$ cat src/mlfd_pkg.sv
`default_nettype none

package mlfd_pkg;

  // Widths fixed by the frame format and register map
  localparam int unsigned ByteW    = 8;
  localparam int unsigned MagicW   = 32;
  localparam int unsigned MaxLenW  = 17;
  localparam int unsigned CfgIdxW  = 2;
  localparam int unsigned CfgDataW = 32;
  localparam int unsigned KindW    = 2;

  // Default ceiling on the length field
  localparam int unsigned DefMaxFrameLen = 65536;

  // Reset value of the max_length register
  localparam logic [MaxLenW-1:0] MaxLenRst = MaxLenW'(65536);

  // Configuration register indexes
  typedef enum logic [CfgIdxW-1:0] {
    CFG_BEGIN_MAGIC = 2'd0,
    CFG_END_MAGIC   = 2'd1,
    CFG_MAX_LENGTH  = 2'd2
  } cfg_idx_e;

  // Result kinds
  typedef enum logic [KindW-1:0] {
    KIND_PAYLOAD  = 2'd0,
    KIND_GOOD     = 2'd1,
    KIND_MISMATCH = 2'd2,
    KIND_BAD_LEN  = 2'd3
  } kind_e;

  // One result word
  typedef struct packed {
    logic [KindW-1:0] kind;
    logic [ByteW-1:0] value;
    logic [ByteW-1:0] frame_type;
    logic             frame_end;
  } result_t;

endpackage

`default_nettype wire

$ cat src/mlfd_if.sv
`default_nettype none

// Byte stream channel
interface mlfd_in_if;
  logic                      valid;
  logic                      ready;
  logic [mlfd_pkg::ByteW-1:0] byte_in;

  modport source (output valid, output byte_in, input ready);
  modport sink   (input valid, input byte_in, output ready);
endinterface

// Result channel
interface mlfd_out_if;
  logic                       valid;
  logic                       ready;
  logic [mlfd_pkg::KindW-1:0] kind;
  logic [mlfd_pkg::ByteW-1:0] value;
  logic [mlfd_pkg::ByteW-1:0] frame_type;
  logic                       frame_end;

  modport source (output valid, output kind, output value, output frame_type,
                  output frame_end, input ready);
  modport sink   (input valid, input kind, input value, input frame_type,
                  input frame_end, output ready);
endinterface

`default_nettype wire

$ cat src/magic_length_frame_deframer_core.sv
// Frame deframer: takes one stream byte per cycle, hunts for the begin magic,
// reads the 32-bit big-endian length and the type byte, forwards each payload
// byte as a result word and closes the frame with a status word (good, end
// magic mismatch or bad length). Each byte is handled by the combinational
// phase logic, with the result going to an output register backed by a
// one-word skid register, so one byte per cycle is sustained whenever results
// are taken; the input stalls only while both of those registers are full.
// Configuration writes are meant for idle periods and act on the next compare.
`default_nettype none

module magic_length_frame_deframer_core #(
  parameter int unsigned MAX_FRAME_LEN = mlfd_pkg::DefMaxFrameLen
) (
  input  wire logic                          clk_i,
  input  wire logic                          rst_ni,
  // configuration write port
  input  wire logic                          cfg_we_i,
  input  wire logic [mlfd_pkg::CfgIdxW-1:0]  cfg_idx_i,
  input  wire logic [mlfd_pkg::CfgDataW-1:0] cfg_data_i,
  // streams
  mlfd_in_if.sink                            in_i,
  mlfd_out_if.source                         out_o
);

  localparam logic [mlfd_pkg::MagicW-1:0] FrameLenCap =
      mlfd_pkg::MagicW'(MAX_FRAME_LEN);

  typedef enum logic [2:0] {
    PH_HUNT    = 3'd0,
    PH_LEN     = 3'd1,
    PH_TYPE    = 3'd2,
    PH_PAYLOAD = 3'd3,
    PH_ENDMAG  = 3'd4
  } phase_e;

  // Configuration registers
  logic [mlfd_pkg::MagicW-1:0]  begin_magic_q;
  logic [mlfd_pkg::MagicW-1:0]  end_magic_q;
  logic [mlfd_pkg::MaxLenW-1:0] max_len_q;

  always_ff @(posedge clk_i or negedge rst_ni) begin
    if (!rst_ni) begin
      begin_magic_q <= '0;
      end_magic_q   <= '0;
      max_len_q     <= mlfd_pkg::MaxLenRst;
    end else if (cfg_we_i) begin
      unique case (cfg_idx_i)
        mlfd_pkg::CFG_BEGIN_MAGIC: begin_magic_q <= cfg_data_i;
        mlfd_pkg::CFG_END_MAGIC:   end_magic_q   <= cfg_data_i;
        mlfd_pkg::CFG_MAX_LENGTH:  max_len_q     <= cfg_data_i[mlfd_pkg::MaxLenW-1:0];
        default: ;
      endcase
    end
  end

  // Deframer state
  phase_e                       phase_q, phase_d;
  logic [mlfd_pkg::MagicW-1:0]  window_q, window_d;
  logic [mlfd_pkg::MaxLenW-1:0] len_left_q, len_left_d;
  logic [1:0]                   field_cnt_q, field_cnt_d;
  logic [mlfd_pkg::ByteW-1:0]   held_type_q, held_type_d;

  // Output register and skid register
  mlfd_pkg::result_t out_q, skid_q, res_c;
  logic              out_vld_q, skid_vld_q;
  logic              res_vld_c;

  logic in_fire, out_pop;
  assign in_i.ready = !skid_vld_q;
  assign in_fire    = in_i.valid && !skid_vld_q;
  assign out_pop    = out_vld_q && out_o.ready;

  // Length limit: smaller of register and build ceiling
  logic [mlfd_pkg::MagicW-1:0] max_len_ext, limit_c, shifted_c;
  assign max_len_ext = mlfd_pkg::MagicW'(max_len_q);
  assign limit_c     = (FrameLenCap < max_len_ext) ? FrameLenCap : max_len_ext;
  assign shifted_c   = {window_q[mlfd_pkg::MagicW-mlfd_pkg::ByteW-1:0], in_i.byte_in};

  // Phase logic for one byte
  always_comb begin
    phase_d     = phase_q;
    window_d    = window_q;
    len_left_d  = len_left_q;
    field_cnt_d = field_cnt_q;
    held_type_d = held_type_q;
    res_vld_c   = 1'b0;
    res_c       = '0;
    unique case (phase_q)
      PH_LEN: begin
        window_d = shifted_c;
        if (field_cnt_q != 2'd3) begin
          field_cnt_d = field_cnt_q + 2'd1;
        end else if (shifted_c == '0 || shifted_c > limit_c) begin
          phase_d          = PH_HUNT;
          window_d         = '0;
          field_cnt_d      = '0;
          res_vld_c        = 1'b1;
          res_c.kind       = mlfd_pkg::KIND_BAD_LEN;
          res_c.frame_end  = 1'b1;
        end else begin
          // limit keeps the length within the 17-bit counter
          len_left_d  = mlfd_pkg::MaxLenW'(shifted_c - 32'd1);
          window_d    = '0;
          field_cnt_d = '0;
          phase_d     = PH_TYPE;
        end
      end
      PH_TYPE: begin
        held_type_d = in_i.byte_in;
        phase_d     = (len_left_q == '0) ? PH_ENDMAG : PH_PAYLOAD;
        field_cnt_d = '0;
        window_d    = '0;
      end
      PH_PAYLOAD: begin
        res_vld_c        = 1'b1;
        res_c.kind       = mlfd_pkg::KIND_PAYLOAD;
        res_c.value      = in_i.byte_in;
        res_c.frame_type = held_type_q;
        len_left_d       = len_left_q - mlfd_pkg::MaxLenW'(1);
        if (len_left_q == mlfd_pkg::MaxLenW'(1)) begin
          phase_d     = PH_ENDMAG;
          field_cnt_d = '0;
          window_d    = '0;
        end
      end
      PH_ENDMAG: begin
        window_d = shifted_c;
        if (field_cnt_q != 2'd3) begin
          field_cnt_d = field_cnt_q + 2'd1;
        end else begin
          phase_d          = PH_HUNT;
          window_d         = '0;
          field_cnt_d      = '0;
          res_vld_c        = 1'b1;
          res_c.kind       = (shifted_c == end_magic_q) ? mlfd_pkg::KIND_GOOD
                                                        : mlfd_pkg::KIND_MISMATCH;
          res_c.frame_type = held_type_q;
          res_c.frame_end  = 1'b1;
        end
      end
      default: begin
        window_d = shifted_c;
        if (field_cnt_q != 2'd3) begin
          field_cnt_d = field_cnt_q + 2'd1;
        end else if (shifted_c == begin_magic_q) begin
          phase_d     = PH_LEN;
          window_d    = '0;
          field_cnt_d = '0;
        end
      end
    endcase
  end

  always_ff @(posedge clk_i or negedge rst_ni) begin
    if (!rst_ni) begin
      phase_q     <= PH_HUNT;
      window_q    <= '0;
      len_left_q  <= '0;
      field_cnt_q <= '0;
      held_type_q <= '0;
    end else if (in_fire) begin
      phase_q     <= phase_d;
      window_q    <= window_d;
      len_left_q  <= len_left_d;
      field_cnt_q <= field_cnt_d;
      held_type_q <= held_type_d;
    end
  end

  // Result word registers: skid catches a word while the output stalls
  always_ff @(posedge clk_i or negedge rst_ni) begin
    if (!rst_ni) begin
      out_vld_q  <= 1'b0;
      skid_vld_q <= 1'b0;
    end else if (skid_vld_q) begin
      if (out_pop) begin
        out_vld_q  <= 1'b1;
        skid_vld_q <= 1'b0;
      end
    end else if (in_fire && res_vld_c) begin
      if (out_vld_q && !out_pop) begin
        skid_vld_q <= 1'b1;
      end else begin
        out_vld_q <= 1'b1;
      end
    end else if (out_pop) begin
      out_vld_q <= 1'b0;
    end
  end

  always_ff @(posedge clk_i) begin
    if (skid_vld_q) begin
      if (out_pop) begin
        out_q <= skid_q;
      end
    end else if (in_fire && res_vld_c) begin
      if (out_vld_q && !out_pop) begin
        skid_q <= res_c;
      end else begin
        out_q <= res_c;
      end
    end
  end

  assign out_o.valid      = out_vld_q;
  assign out_o.kind       = out_q.kind;
  assign out_o.value      = out_q.value;
  assign out_o.frame_type = out_q.frame_type;
  assign out_o.frame_end  = out_q.frame_end;

  // Checks
  a_skid_needs_out: assert property (@(posedge clk_i) disable iff (!rst_ni)
      skid_vld_q |-> out_vld_q)
    else $error("skid word held with empty output register");

  a_skid_load_on_stall: assert property (@(posedge clk_i) disable iff (!rst_ni)
      $rose(skid_vld_q) |-> $past(out_vld_q && !out_o.ready))
    else $error("skid loaded while output was free");

  a_payload_len: assert property (@(posedge clk_i) disable iff (!rst_ni)
      (phase_q == PH_PAYLOAD) |-> (len_left_q != '0))
    else $error("payload phase with no bytes left");

  a_body_window_clear: assert property (@(posedge clk_i) disable iff (!rst_ni)
      (phase_q == PH_TYPE || phase_q == PH_PAYLOAD) |->
        (window_q == '0 && field_cnt_q == '0))
    else $error("window not cleared inside frame body");

  a_end_after_frame: assert property (@(posedge clk_i) disable iff (!rst_ni)
      (in_fire && phase_q == PH_ENDMAG && field_cnt_q == 2'd3) |=>
        (phase_q == PH_HUNT))
    else $error("hunt not resumed after end word");

endmodule

`default_nettype wire
$ cat src/flat_wrapper.sv
// flat-port wrapper written by rule: the top's interface ports become plain ports
module magic_length_frame_deframer_core_flat 
#(
  parameter int unsigned MAX_FRAME_LEN = mlfd_pkg::DefMaxFrameLen
)
  (clk_i, rst_ni, cfg_we_i, cfg_idx_i, cfg_data_i, in_i_valid, in_i_byte_in, in_i_ready, out_o_valid, out_o_kind, out_o_value, out_o_frame_type, out_o_frame_end, out_o_ready);
  mlfd_in_if in_i_i ();
  mlfd_out_if out_o_i ();
  input  wire logic clk_i;
  input  wire logic rst_ni;
  input  wire logic cfg_we_i;
  input  wire logic [mlfd_pkg::CfgIdxW-1:0] cfg_idx_i;
  input  wire logic [mlfd_pkg::CfgDataW-1:0] cfg_data_i;
  input wire logic [$bits(in_i_i.valid)-1:0] in_i_valid;
  input wire logic [$bits(in_i_i.byte_in)-1:0] in_i_byte_in;
  output wire logic [$bits(in_i_i.ready)-1:0] in_i_ready;
  output wire logic [$bits(out_o_i.valid)-1:0] out_o_valid;
  output wire logic [$bits(out_o_i.kind)-1:0] out_o_kind;
  output wire logic [$bits(out_o_i.value)-1:0] out_o_value;
  output wire logic [$bits(out_o_i.frame_type)-1:0] out_o_frame_type;
  output wire logic [$bits(out_o_i.frame_end)-1:0] out_o_frame_end;
  input wire logic [$bits(out_o_i.ready)-1:0] out_o_ready;
  assign in_i_i.valid = in_i_valid;
  assign in_i_i.byte_in = in_i_byte_in;
  assign in_i_ready = in_i_i.ready;
  assign out_o_valid = out_o_i.valid;
  assign out_o_kind = out_o_i.kind;
  assign out_o_value = out_o_i.value;
  assign out_o_frame_type = out_o_i.frame_type;
  assign out_o_frame_end = out_o_i.frame_end;
  assign out_o_i.ready = out_o_ready;
  magic_length_frame_deframer_core #(.MAX_FRAME_LEN(MAX_FRAME_LEN)) u_core (.clk_i(clk_i), .rst_ni(rst_ni), .cfg_we_i(cfg_we_i), .cfg_idx_i(cfg_idx_i), .cfg_data_i(cfg_data_i), .in_i(in_i_i), .out_o(out_o_i));
endmodule
$ cat config.mk
export PLATFORM = sky130hd
export DESIGN_NAME = magic_length_frame_deframer_core_flat
export DESIGN_NICKNAME = d
export VERILOG_FILES = /design/src/mlfd_pkg.sv /design/src/mlfd_if.sv /design/src/magic_length_frame_deframer_core.sv /design/src/flat_wrapper.sv
export SDC_FILE = /design/constraint.sdc
export NUM_CORES = 1
export LEC_CHECK = 0
export BUFFER_PORTS_ARGS = -buffer_cell sky130_fd_sc_hd__buf_2
export CAP_MARGIN = 20
export CELL_PAD_IN_SITES_DETAIL_PLACEMENT = 1
export CELL_PAD_IN_SITES_GLOBAL_PLACEMENT = 2
export CORE_MARGIN = 1
export CORE_UTILIZATION = 37
export CTS_CLUSTER_DIAMETER = 120
export DETAILED_ROUTE_END_ITERATION = 10
export GPL_TIMING_DRIVEN = 0
export PLACE_DENSITY = 0.78
export SLEW_MARGIN = 20
export SYNTH_ARGS = -nofsm -noshare
export SYNTH_HDL_FRONTEND = slang
export SYNTH_SLANG_ARGS = --single-unit
$ cat constraint.sdc
create_clock -name clk_i -period 4.1 [get_ports clk_i]
set_input_delay 0.82 -clock clk_i [delete_from_list [all_inputs] [get_ports clk_i]]
set_output_delay 0.82 -clock clk_i [all_outputs]
set_load 0.05 [all_outputs]
After elaboration in Yosys (flattened, before gate mapping)
Cells that the tools add are included.
Widths: inputs -> output; s select.
{"block": "word_totals", "reg_bits": 175, "wordCells": 117}
{"block": "op_classes", "add_sub_neg": 3, "magnitude_cmp": 2, "eq_ne": 18, "n_mux": 48, "n_bitwise": 1, "reduce_logical": 27}
{"op": "$mux 24", "count": 4}
{"op": "$mux 19", "count": 4}
{"op": "$pmux 24 s3", "count": 1}
{"op": "$eq 32x32->1", "count": 2}
{"op": "$mux 17", "count": 3}
{"op": "$pmux 17 s2", "count": 1}
{"op": "$sub 17x1->17 const B", "count": 2}
{"op": "$gt 32x17->1", "count": 1}
{"op": "$logic_not 32->1", "count": 1}
{"op": "$mux 2", "count": 9}
{"op": "$mux 3", "count": 6}
{"op": "$eq 17x1->1 const B", "count": 1}
{"op": "$logic_not 17->1", "count": 1}
{"op": "$lt 17x17->1 const A", "count": 1}
{"op": "$pmux 8 s2", "count": 1}
{"op": "$mux 1", "count": 12}
{"op": "$pmux 3 s4", "count": 1}
{"op": "$reduce_and 3->1", "count": 4}
{"op": "$ne 2x2->1 const B", "count": 5}
{"op": "$reduce_and 2->1", "count": 5}
{"op": "$reduce_bool 5->1", "count": 2}
{"op": "$mux 9", "count": 1}
{"op": "$mux 8", "count": 1}
{"op": "$eq 3x2->1 const B", "count": 2}
{"op": "other kinds (21)", "count": 28}

Logic depth before layout (Yosys ltp)
{"block": "logic_depth", "depth_word": 10, "depth_mapped": 12, "ltp_nobuf": 10}

Least setup slack after synthesis
Ideal clock, no wire load.
{"block": "synth_timing", "path_kind": "input to register", "from": "in in_i_byte_in[0]", "to": "reg u_core.skid_q[0] in the netlist's numbering, enable pin", "setup_ns": 0.401, "arrival_ns": 4.085, "slack_ns": -0.386, "stages": 9, "path_cell_list": "clkbuf_1 > inv_1 > ha_1 > or4b_4 > buf_6 > or4_4 > nor4_1 > o2111ai_1 > a21oi_1"}
{"block": "synth_between", "elab_chain_cells": 7}
{"element": "start, declared", "line_no": "flat_wrapper.sv:15", "text": "input wire logic [$bits(in_i_i.byte_in)-1:0] in_i_byte_in;"}
{"element": "$gt 32x17->1 / $logic_not 32->1 (equally long branches)", "line_no": "magic_length_frame_deframer_core.sv:93", "text": "end else if (shifted_c == '0 || shifted_c > limit_c) begin"}
{"element": "$logic_or 1x1->1 *", "line_no": "magic_length_frame_deframer_core.sv:93"}
{"element": "$mux 1 *", "line_no": "magic_length_frame_deframer_core.sv:93"}
{"element": "$mux 1 *", "line_no": "magic_length_frame_deframer_core.sv:91", "text": "if (field_cnt_q != 2'd3) begin"}
{"element": "$pmux 1 s3 *", "line_no": "magic_length_frame_deframer_core.sv:88", "text": "unique case (phase_q)"}
{"element": "$logic_and 1x1->1 *", "line_no": "magic_length_frame_deframer_core.sv:196", "text": "end else if (in_fire && res_vld_c) begin"}
{"element": "$reduce_and 3->1 (no line) *"}
{"element": "end signal, assigned", "line_no": "magic_length_frame_deframer_core.sv:198", "text": "skid_q <= res_c;"}
{"element": "end, declared", "line_no": "magic_length_frame_deframer_core.sv:64", "text": "mlfd_pkg::result_t out_q, skid_q, res_c;"}
Every way passes the cells marked *; elsewhere a longest branch is shown, timed or not.
A chain may end at the register's enable or synchronous reset.

Final worst setup path
{"block": "layout_timing", "from": "in in_i_byte_in[0]", "to": "reg u_core.len_left_q[13] in the netlist's numbering"}
{"block": "layout_between", "elab_chain_cells": 4}
{"element": "$gt 32x17->1 (tied with other cells)", "line_no": "magic_length_frame_deframer_core.sv:93"}
{"element": "$logic_or 1x1->1 / $mux 17 (equally long branches)", "line_no": "magic_length_frame_deframer_core.sv:93"}
{"element": "$ne 2x2->1 (no line) / $mux 17 (equally long branches)"}
{"element": "$reduce_and 4->1 (no line) / $pmux 17 s2 (equally long branches)"}
{"element": "end signal, assigned", "line_no": "magic_length_frame_deframer_core.sv:164", "text": "len_left_q <= len_left_d;"}
{"element": "end, declared", "line_no": "magic_length_frame_deframer_core.sv:59", "text": "logic [mlfd_pkg::MaxLenW-1:0] len_left_q, len_left_d;"}
Several ways; a longest one is shown, not always the timed one. The select of a mux whose other input is x is not followed.

==> metrics <==
status=complete, no violations; Syn Nets=830; syn_area_per_cell=11.85 um^2; critical path required time=4.41 ns; Clk Latency, worst-skew pair=0.44 ns; Fin. Hold Viols=0; Worst VDD drop=0.2626 mV; Fmax=256.3 MHz; Setup crit end=u_core.len_left_q[13]; critical path arrival=4.21 ns; Setup Skew=0.009869 ns; All-Layer GR Usage=0.2164; crit path time final=3.901 ns; global route overflow=0; Crit Reg-Reg Endpoint=u_core.skid_q[6]; EDFF count, synth=38; Hold Path Class=primary input to asynchronous set/reset pin; DRT Pass-1 Iters=4; dpl ws=-0.8263 ns; share of cells above drive strength 1=0.2947; clock tree buffer depth=2; initial antenna violation count=0; reg-to-reg slack, setup=0.31 ns; worst slew pin tran=0.8571 ns; Yosys Warn Count=0; commonest cells after routing, fill and taps aside=dfrtp_1, mux2_2, xor2_1, buf_2, nand2_1; post-route ant nets=0; I/O pin total=68; critical path peak fanout=9; Final setup violation count=0; Setup CP Type=primary input to flop; die area=0.02503 mm^2; CTS Sinks=around 180; # DRC=0; wire per inst=21.34 um; RR Startpoint=u_core.max_len_q[4]; H-tree depth=4; CTS tree=built; Synth async-reset ratio=0.7829; Area Overhead vs Synth=16.26%; Die H=158.2 um; min setup slack post-route=0.1986 ns; Port Buffers=66; commonest non-fill, non-tap cell in the layout=dfrtp_1; CP Launch Point=in_i_byte_in[0]; Final TNS setup=0 ns; # Max-Cap Violations=0; Synth cell types=71; Non-Filler Instances=1181; clock root buffer=clkbuf_16; Reg2Reg Depth=11; DP HPWL=18.72 mm; leak pwr=4.460 nW; vias=6411; RSZ-0062 raised after global routing=no; fin area=0.01050 mm^2; total CTS buffers=17; Worst setup EP type=flop; core footprint=~0.024 mm^2; synthesized area=0.009029 mm^2; top-area cell type share of the netlist area=0.3769; startpoint types=primary input; largest net degree at the start of global routing=90; clock transition at the registers of the reported paths=around 0.07 ns; Die Wd=158.2 um; DP Area=0.009811 mm^2; vias in the first global route=6654; first-pass GRT wire length=39.82 mm; most area-consuming cells after synthesis=dfrtp_1, mux2_2, edfxtp_1, xor2_1, ha_1; Routed WL=25.20 mm; number of antenna diodes=0; cell taking the most area after synthesis=dfrtp_1; vias per cell=5.428; main flop type after synthesis=dfrtp_1; nets=917; cell count after synthesis=762; # placed instances=1148; RD Place Congestion=0.8193; fin. max-slew vios=0; final period utilization=0.9516; Placement Rows=56; total power=~7 mW; #FFs+latches synth=175; register area share after synthesis=0.5062; max_slew headroom=0.4251; initial DRC count=324; starting density of the core=0.3812; PwrDens=664.8 mW/mm^2
==> critical path, stage by stage <==
cell      delay [ns]
clkbuf_1        0.32
inv_2           0.30
ha_1            0.25
or4b_4          0.48
buf_6           0.15
or4_4           0.53
or4_4           0.45
a41oi_4         0.45
a21o_2          0.32
o22ai_1         0.12
==> cell families after synthesis <==
logic type	after synthesis	synth area share
AO/OA/AOI/OAI	127	0.1127
AND/OR/NAND/NOR	191	0.1118
flip-flops	175	0.5062
adder cells (fa/ha/maj)	21	0.02910
multiplexers	107	0.1330
buffers and inverters	64	0.03243
XOR/XNOR	77	0.07470
==> final cells by class <==
type                       instances  area (um^2)
tap                              319        399.1
inverter                          16        60.06
sequential                       175         4571
buffer                            47        229.0
clock inverter                    14        167.7
clock buffer                      18        430.4
multi-input combinational        523         4232
fill                            2615        13190
timing repair buffer              69        407.9
==> repair_timing <==
| item | in CTS | in global routing |
|---|---|---|
| hold buffers | 0 | 0 |
| endpoints found under the setup margin | 42 | 47 |
| pin swaps | 2 | 0 |
| setup buffers | 2 | 0 |
| resized for setup | 4 | 4 |
==> power breakdown <==
part / total, mW / switching [mW] / internal [mW] / leakage (nW)
Clock: 1.64 / 0.812 / 0.826 / 0.293
Combinational: 2.70 / 1.66 / 1.04 / 2.15
Sequential: 2.65 / 0.392 / 2.25 / 2.02
==> through the flow <==
stage,util,hold slack [ns]
floorplan,-,0.4569
global placement,0.4127,0.4711
detailed placement,0.4143,0.4794
CTS,0.4426,0.2944
global route,0.4432,0.3019
finish,0.4432,0.2744
==> synthesized netlist by cell type (18+ instances only) <==
master      n
a21oi_1    18
mux2_2    104
xor2_1     75
dfrtp_1   136
o21ai_0    23
nor4_1     29
ha_1       21
a22o_1     23
nor2_1     40
nand2_1    41
clkbuf_1   34
edfxtp_1   38
==> registers in the layout, summed over array words and instances (netlist names) <==
register / cells
u_core.end_magic_q: 32
u_core.phase_q: 3
u_core.out_o.valid: 1
u_core.begin_magic_q: 32
u_core.skid_vld_q: 1
u_core.window_q: 24
u_core.skid_q: 19
u_core.out_o.frame_end: 1
u_core.out_o.frame_type: 8
u_core.max_len_q: 17
u_core.out_o.kind: 2
u_core.field_cnt_q: 2
u_core.held_type_q: 8
u_core.out_o.value: 8
u_core.len_left_q: 17
==> worst min path at each step <==
stage	end	slack [ns]	startpoint	cells past startpoint
2_1_floorplan	u_core.field_cnt_q[0]	0.46	u_core.field_cnt_q[0]	1
3_3_place_gp	u_core.field_cnt_q[0]	0.47	u_core.field_cnt_q[0]	1
3_5_place_dp	u_core.field_cnt_q[0]	0.48	u_core.field_cnt_q[0]	1
4_1_cts	u_core.out_o.valid	0.29	rst_ni	1
5_1_grt	u_core.out_o.valid	0.30	rst_ni	1
6_report	u_core.out_o.valid	0.27	rst_ni	1
==> per-layer routing <==
layer,global-route usage,vias up,wire length (um)
met4,0.06731,0,427
met3,0.02820,25,655
met2,0.3525,135,12050
met1,0.2979,3266,12070
met5,0,-,0
li1,-,2985,-
No activity file was read; power rests on OpenSTA's default activity.
